<file path="src/rmst_pkg.sv">
// ----------------------------------------------------------------------------
// rmst_pkg: shared constants for the Ramsete tracking law block
// Field widths, fixed-point format, and the sinc series divisor tables.
// ----------------------------------------------------------------------------
package rmst_pkg;

	// Fixed-point format of all velocities and errors.
	localparam int FRAC_BITS = 16;

	// Field widths of the input word.
	localparam int VEL_W  = 24;
	localparam int HEAD_W = 19;
	localparam int COS_W  = 18;

	// Register widths.
	localparam int AGGR_W = 23;
	localparam int ZETA_W = 17;

	// Square root unit: radicand, root and pipeline depth.
	localparam int SQ_IN_W   = 56;
	localparam int SQ_OUT_W  = 28;
	localparam int SQ_STAGES = 14;

	// Sinc series: squared angle, result width and pipeline depth.
	localparam int SINC_TERMS  = 9;
	localparam int SINC_STAGES = 2 * SINC_TERMS;
	localparam int T_W         = 21;
	localparam int R_W         = 19;
	localparam int RECIP_SHIFT = 32;
	localparam int RECIP_W     = 30;

	localparam logic signed [R_W-1:0] ONE_Q = R_W'(1 << FRAC_BITS);

	// Divisor (2n)(2n+1) minus one, for n from nine down to one.
	localparam logic [8:0] SINC_DIV_M1 [SINC_TERMS] = '{
		9'd341, 9'd271, 9'd209, 9'd155, 9'd109, 9'd71, 9'd41, 9'd19, 9'd5
	};

	// Rounded-up reciprocals 2^32 / (2n)(2n+1); exact for dividends below 2^23.
	localparam logic [RECIP_W-1:0] SINC_RECIP [SINC_TERMS] = '{
		30'd12558384, 30'd15790321, 30'd20452226, 30'd27531842, 30'd39045158,
		30'd59652324, 30'd102261127, 30'd214748365, 30'd715827883
	};

endpackage

</file>
<file path="src/rmst_isqrt.sv">
// ----------------------------------------------------------------------------
// rmst_isqrt: pipelined integer square root
// Restoring digit-by-digit root, two result bits per pipeline stage.
// ----------------------------------------------------------------------------
module rmst_isqrt (
	input  logic                           clk,
	input  logic [rmst_pkg::SQ_STAGES-1:0] en,
	input  logic [rmst_pkg::SQ_IN_W-1:0]   rad,
	output logic [rmst_pkg::SQ_OUT_W-1:0]  root
);
	import rmst_pkg::*;

	localparam int REM_W  = SQ_OUT_W + 3;
	localparam int DIGITS = SQ_OUT_W / SQ_STAGES;

	logic [REM_W-1:0]    rem_s  [SQ_STAGES];
	logic [SQ_OUT_W-1:0] root_s [SQ_STAGES];
	logic [SQ_IN_W-1:0]  rad_s  [SQ_STAGES];

	logic [REM_W-1:0]    rem_n  [SQ_STAGES];
	logic [SQ_OUT_W-1:0] root_n [SQ_STAGES];
	logic [SQ_IN_W-1:0]  rad_n  [SQ_STAGES];

	// Each stage brings down two radicand bits per digit and tries 4*root+1.
	always_comb begin
		logic [REM_W-1:0]    rem_w;
		logic [SQ_OUT_W-1:0] root_w;
		logic [SQ_IN_W-1:0]  rad_w;
		logic [REM_W-1:0]    trial;
		for (int k = 0; k < SQ_STAGES; k++) begin
			if (k == 0) begin
				rem_w  = '0;
				root_w = '0;
				rad_w  = rad;
			end else begin
				rem_w  = rem_s[k-1];
				root_w = root_s[k-1];
				rad_w  = rad_s[k-1];
			end
			for (int i = 0; i < DIGITS; i++) begin
				rem_w = {rem_w[REM_W-3:0], rad_w[SQ_IN_W-1 -: 2]};
				rad_w = {rad_w[SQ_IN_W-3:0], 2'b00};
				trial = REM_W'({root_w, 2'b01});
				if (rem_w >= trial) begin
					rem_w  = rem_w - trial;
					root_w = {root_w[SQ_OUT_W-2:0], 1'b1};
				end else begin
					root_w = {root_w[SQ_OUT_W-2:0], 1'b0};
				end
			end
			rem_n[k]  = rem_w;
			root_n[k] = root_w;
			rad_n[k]  = rad_w;
		end
	end

	// Stage registers move only when their stage is enabled.
	always_ff @(posedge clk) begin
		for (int k = 0; k < SQ_STAGES; k++) begin
			if (en[k]) begin
				rem_s[k]  <= rem_n[k];
				root_s[k] <= root_n[k];
				rad_s[k]  <= rad_n[k];
			end
		end
	end

	assign root = root_s[SQ_STAGES-1];

endmodule

</file>
<file path="config.mk">
export PLATFORM = sky130hd
export DESIGN_NAME = rmst_isqrt
export DESIGN_NICKNAME = d
export VERILOG_FILES = /design/src/rmst_pkg.sv /design/src/rmst_isqrt.sv
export SDC_FILE = /design/constraint.sdc
export NUM_CORES = 2
export LEC_CHECK = 0
export BUFFER_PORTS_ARGS = -buffer_cell sky130_fd_sc_hd__buf_2
export CORE_MARGIN = 3
export CORE_UTILIZATION = 30
export DETAILED_ROUTE_END_ITERATION = 8
export HOLD_SLACK_MARGIN = 0.03
export PLACE_DENSITY_LB_ADDON = 0.08
export SYNTH_ARGS = -nofsm -noshare
export SYNTH_HDL_FRONTEND = slang
export SYNTH_SLANG_ARGS = --single-unit
</file>
<file path="constraint.sdc">
create_clock -name clk -period 16.95 [get_ports clk]
set_clock_uncertainty 0.1 [all_clocks]
set_input_delay 1.695 -clock clk [delete_from_list [all_inputs] [get_ports clk]]
set_output_delay 1.695 -clock clk [all_outputs]
set_load 0.01 [all_outputs]
</file>
Word-level counts from Yosys, hierarchy flattened
Memory sizes are Yosys's and may differ from the RTL's.
Index checks and enable logic that the tools add are counted.
{"block": "op_classes", "n_addsub": 28, "order_cmp": 28, "muxes": 84}
{"cell": "31-bit by 30-bit greater-or-equal comparator with 1-bit output", "count": 26}
{"cell": "31-bit two-way mux", "count": 14}
{"cell": "29-bit two-way mux", "count": 14}
{"cell": "31-bit by 30-bit subtractor with 31-bit output", "count": 13}
{"cell": "29-bit subtractor", "count": 13}
{"cell": "1-bit two-way mux", "count": 56}
{"cell": "31-bit by 3-bit greater-or-equal comparator with 1-bit output", "count": 1}
{"cell": "31-bit by 3-bit subtractor with 31-bit output", "count": 1}
{"cell": "2-bit by 1-bit subtractor with 3-bit output, second input constant", "count": 1}
{"cell": "2-bit by 1-bit greater-or-equal comparator with 1-bit output, second input constant", "count": 1}
{"block": "word_totals", "wordCells": 143, "register_bits": 0, "n_memories": 3, "mem_bits_rw": 1554, "in_bits": 71}
{"name": "rad_s", "depth": 14, "width": 52, "read_ports": 13, "rd_clocked_by_memory_dff": 0, "write_ports": 14, "line_no": "rmst_isqrt.sv:18", "text": "logic [SQ_IN_W-1:0] rad_s [SQ_STAGES];"}
{"name": "rem_s", "depth": 14, "width": 31, "read_ports": 13, "rd_clocked_by_memory_dff": 0, "write_ports": 14, "line_no": "rmst_isqrt.sv:16", "text": "logic [REM_W-1:0] rem_s [SQ_STAGES];"}
{"name": "root_s", "depth": 14, "width": 28, "read_ports": 14, "rd_clocked_by_memory_dff": 0, "write_ports": 14, "line_no": "rmst_isqrt.sv:17", "text": "logic [SQ_OUT_W-1:0] root_s [SQ_STAGES];"}

Logic depth before layout (Yosys ltp)
An unclocked memory read counts as a cell.
{"block": "logic_depth", "ltp_word": 5, "mapped_depth": 29, "mapped_depth_nobuf": 25}

Worst setup path after synthesis
OpenSTA, ideal clock, no wires.
{"block": "synth_path", "path_kind": "register to register", "from": "mem rem_s[0][204] (netlist bit)", "to": "mem rem_s[0][220] (netlist bit), data pin", "synth_period_minus_slack_ns": 6.439, "arrival_ns": 6.077, "stages_incl_launch_ff": 24, "required_ns": 16.588, "setup_ns": 0.262, "n_path_buf": 5, "setup_slack_ns": 10.511, "cell_sequence": "edfxtp_1 > clkbuf_2 > or4_1 > clkbuf_1 > or4_1 > buf_2 > or4_4 > or2_4 > a21o_1 > clkbuf_1 > mux2_2 > ha_1 > a21o_1 > o21bai_1 > a21o_1 > a21oi_1 > o21ai_0 > a31o_2 > nor3_1 > nand3_1 > or3b_1 > nor4b_4 > buf_6 > mux2_1"}
{"item": "start, declared", "line_no": "rmst_isqrt.sv:16"}

==> impl_results.md <==
- CTS Root Cell: clkbuf_16
- Clock Path Buffers: 3
- First-pass GRT wire length: 268,300 um
- WS Path Type: flop to flop
- Post-synthesis mux area share: around 1.4%
- Die ar.: 0.2071 mm^2
- CTS resizes: 0
- Port bufs: slightly below 100
- Total CTS buffers: approximately 110
- Synth warnings: 0
- Tightest Hold Check Type: flop to flop
- CORE AREA: 0.2001 mm^2
- Post-synth EDFFs: 931
- Gate Count Post-Synth: 5,975
- Setup crit end: rem_s[1][49]
- R2R depth: 24
- Netlist cell types: 97
- Setup crit end kind: flop
- Top-count cell post-synth: edfxtp_1
- Multi-input logic area: between 0.03 and 0.04 mm^2
- Synth Flop Type: edfxtp_1
- Simple-gate share of the synthesized area: between 15 and 20%
- Layout cells sized above 1: 7.614%
- Setup violations, final: 0
- PD cells: around 150 mW/mm^2
- Antenna-violating nets left: 0
- DP HPWL: 138,400 um
- DR DRC count: 0
- Post-Route Setup TNS: 0 ns
- Synth top cells by count: 931 x edfxtp_1, 516 x nand2_1, 438 x nor2_1, 436 x a21oi_1, 430 x ha_1
- DP Area: roughly 0.064 mm^2
- CTS tree: done
- Peak Freq: between 0.1 and 0.15 GHz
- Design Area, Final: 0.06794 mm^2
- Htree depth: 3
- Mapped Area: between 0.06 and 0.07 mm^2
- Final Hold Viols: 0
- RSZ-0062 raised after global routing: no
- I/O pins: 99
- Largest net degree at the start of global routing: 64
- Synth Register Bits: 931
- Total grt overflow: 0
- Post-synthesis xor/xnor area fraction: around 8.1%
- RePlAce Congestion: about 0.86
- Startpoint Class: flop
- DRT Pass-1 Iters: 5
- Hold buffer count at CTS: 0
- Skew-Pair Late Insertion Delay: 0.75 ns
- Worst flop-to-flop path startpoint: root_s[1][9]
- Rows: 164
- Compound-Gate Fraction of Synth Area: 16.25%
- Max transition margin: 27.17%
- DRT iter0 DRCs: 2,939
- Yosys top cell by area: edfxtp_1
- Static Leak: 26.07 nW
- CP required: 17.33 ns
- Top-area cell type share of the netlist area: 46.20%
- Adder-Cell Fraction of Synth Area: 8.890%
- Crit Reg-Reg Endpoint: rem_s[1][49]
- Worst Path Arrival: ~8.3 ns
- Initial Utilization: 30.25%
- GRT Total Usage: 16.56%
- Tcrit/Tclk final: 46.91%
- Worst slew pin tran: ~1.1 ns
- Largest family of logic cells by synthesized area: compound AO/OA/AOI/OAI gates
- Storage cell area: approximately 0.028 mm^2
- Via count: 45.11k
- Post-synth ARST share: 0%
- Final Slew Violations: 0
- FILL cells: 20.40k
- Worst VDD drop: 0.08172 mV
- Status: complete, no violations
- Sequential area share after synthesis: 46.20%
- Area growth, synth to finish: 12.27%
- Routed len/inst: 19.82 um
- R2R Setup Slk: 9.00 ns
- Initial antenna violation count: 8
- Final WL: between 150,000 and 200,000 um
- Final nets: 6,588
- Via density per instance: 5.100
- Tmin final: between 7 and 8 ns
- Die Wd: 455.1 um
- CTS sink cnt: 931
- Syn avg cell area: between 10 and 15 um^2
- Setup bufs post-CTS: 0
- Clk pin slew, worst setup/hold paths: 0.06 ns
- Crit Path Max Fanout: 30
- Max Cap Violations: 0
- Top cells by area, synth: edfxtp_1 46%, ha_1 8.9%, xnor2_1 5.3%
- Number of global-route vias before repair: 44.29k
- Worst Setup SP: root_s[1][9]
- Die height: between 400 and 500 um
==> per-layer routing <==
layer | track usage (%) | part of all wire (%)
met4 | 3.857 | 1.9
met3 | 1.883 | 3.6
met1 | 22.94 | 47
met5 | 0 | 0.0074
met2 | 27.64 | 47
==> cell usage in the layout (no fill, tap or decap), drive strengths merged, types with 25 or more instances in the layout <==
| master | netlist | layout |
|---|---|---|
| nor4 | 71 | 71 |
| nand2 | 516 | 516 |
| nand2b | 82 | 82 |
| o21bai | 44 | 44 |
| o31ai | 53 | 53 |
| o211ai | 32 | 32 |
| nor2 | 439 | 439 |
| buf | 22 | 144 |
| clkbuf | 126 | 127 |
| edfxtp | 931 | 931 |
| inv | 368 | 375 |
| ha | 430 | 430 |
| or3 | 61 | 61 |
| or2 | 33 | 33 |
| nand4 | 85 | 85 |
| a211oi | 52 | 52 |
| xor2 | 194 | 194 |
| a21o | 190 | 190 |
| a2111oi | 25 | 25 |
| and2 | 28 | 28 |
| a31oi | 61 | 61 |
| o21ai | 363 | 363 |
| nor3b | 27 | 27 |
| nor2b | 65 | 65 |
| mux2 | 58 | 58 |
| a21oi | 436 | 436 |
| xnor2 | 364 | 364 |
| nand3 | 158 | 158 |
| nor3 | 165 | 165 |
| o21a | 70 | 70 |
| and3 | 62 | 62 |
| clkinv | 2 | 59 |
==> worst min-delay path by stage <==
stage / startpoint / endpoint / slack, ns / depth (start not counted)
after floorplan: rad_s[0][44] / rad_s[0][100] / 0.30 / 0
after global placement: rad_s[0][9] / rad_s[0][65] / 0.30 / 0
after detailed placement: rad_s[0][67] / rad_s[0][123] / 0.30 / 0
after CTS: rad_s[0][282] / rad_s[0][338] / 0.29 / 0
after global routing: rad_s[0][355] / rad_s[0][411] / 0.32 / 0
final: rad_s[0][280] / rad_s[0][336] / 0.30 / 0
==> final cells by class <==
class	instances	area share (%)
antenna	2	0.007366
clock buffer	127	4.271
clock inverter	87	1.302
inverter	370	2.044
multi-input combinational	4527	45.07
sequential	931	41.15
tap	2656	4.891
timing repair buffer	144	1.263
==> through the flow <==
step / util [%] / power, W / std cells / hold slack (ns) / setup slack [ns]
floorplan: - / 0.006622 / 5976 / 0.3003 / 10.51
global placement: 32.06 / 0.007949 / 8628 / 0.3007 / 9.098
detailed placement: 32.06 / 0.007929 / 8628 / 0.3045 / 9.084
CTS: 33.96 / 0.01048 / 8842 / 0.2897 / 9.042
global route: 33.96 / 0.01112 / 8843 / 0.3175 / 8.360
finish: 33.96 / 0.01034 / 8844 / 0.2997 / 8.999
==> flip-flops by register name, summed over array words and instances (netlist names) <==
name	flops
rad_s	364
rem_s	357
root_s	210
==> worst max-delay path: stages, from the launching register on <==
cell	delay (ns)
edfxtp_1	0.36
inv_1	0.08
ha_1	0.47
nand3_1	0.17
or3_1	0.43
nor2_1	0.15
nor3_1	0.06
a21oi_1	0.86
buf_4	0.31
inv_1	0.05
buf_4	0.24
o21ai_0	0.35
ha_1	0.37
a21o_1	0.20
a21o_1	0.17
a21oi_1	0.16
o31ai_1	0.10
a21oi_1	0.40
nor4_1	0.13
o221ai_1	0.41
o311ai_0	0.24
nor4_2	0.30
buf_4	0.31
clkinv_1	0.70
mux2_2	0.53
==> cells by family after synthesis <==
| kind of cell | Yosys count |
|---|---|
| adder cells (fa/ha/maj) | 430 |
| other | 1 |
| XOR/XNOR | 558 |
| multiplexers | 77 |
| flip-flops | 931 |
| AND/OR/NAND/NOR | 1919 |
| buffers and inverters | 518 |
| AO/OA/AOI/OAI | 1541 |
==> report_power, final <==
group / switching, W / internal, W
Clock: 0.00102 / 0.00143
Combinational: 0.00268 / 0.00180
Sequential: 0.000315 / 0.00308
No activity file was read; power rests on OpenSTA's default activity.
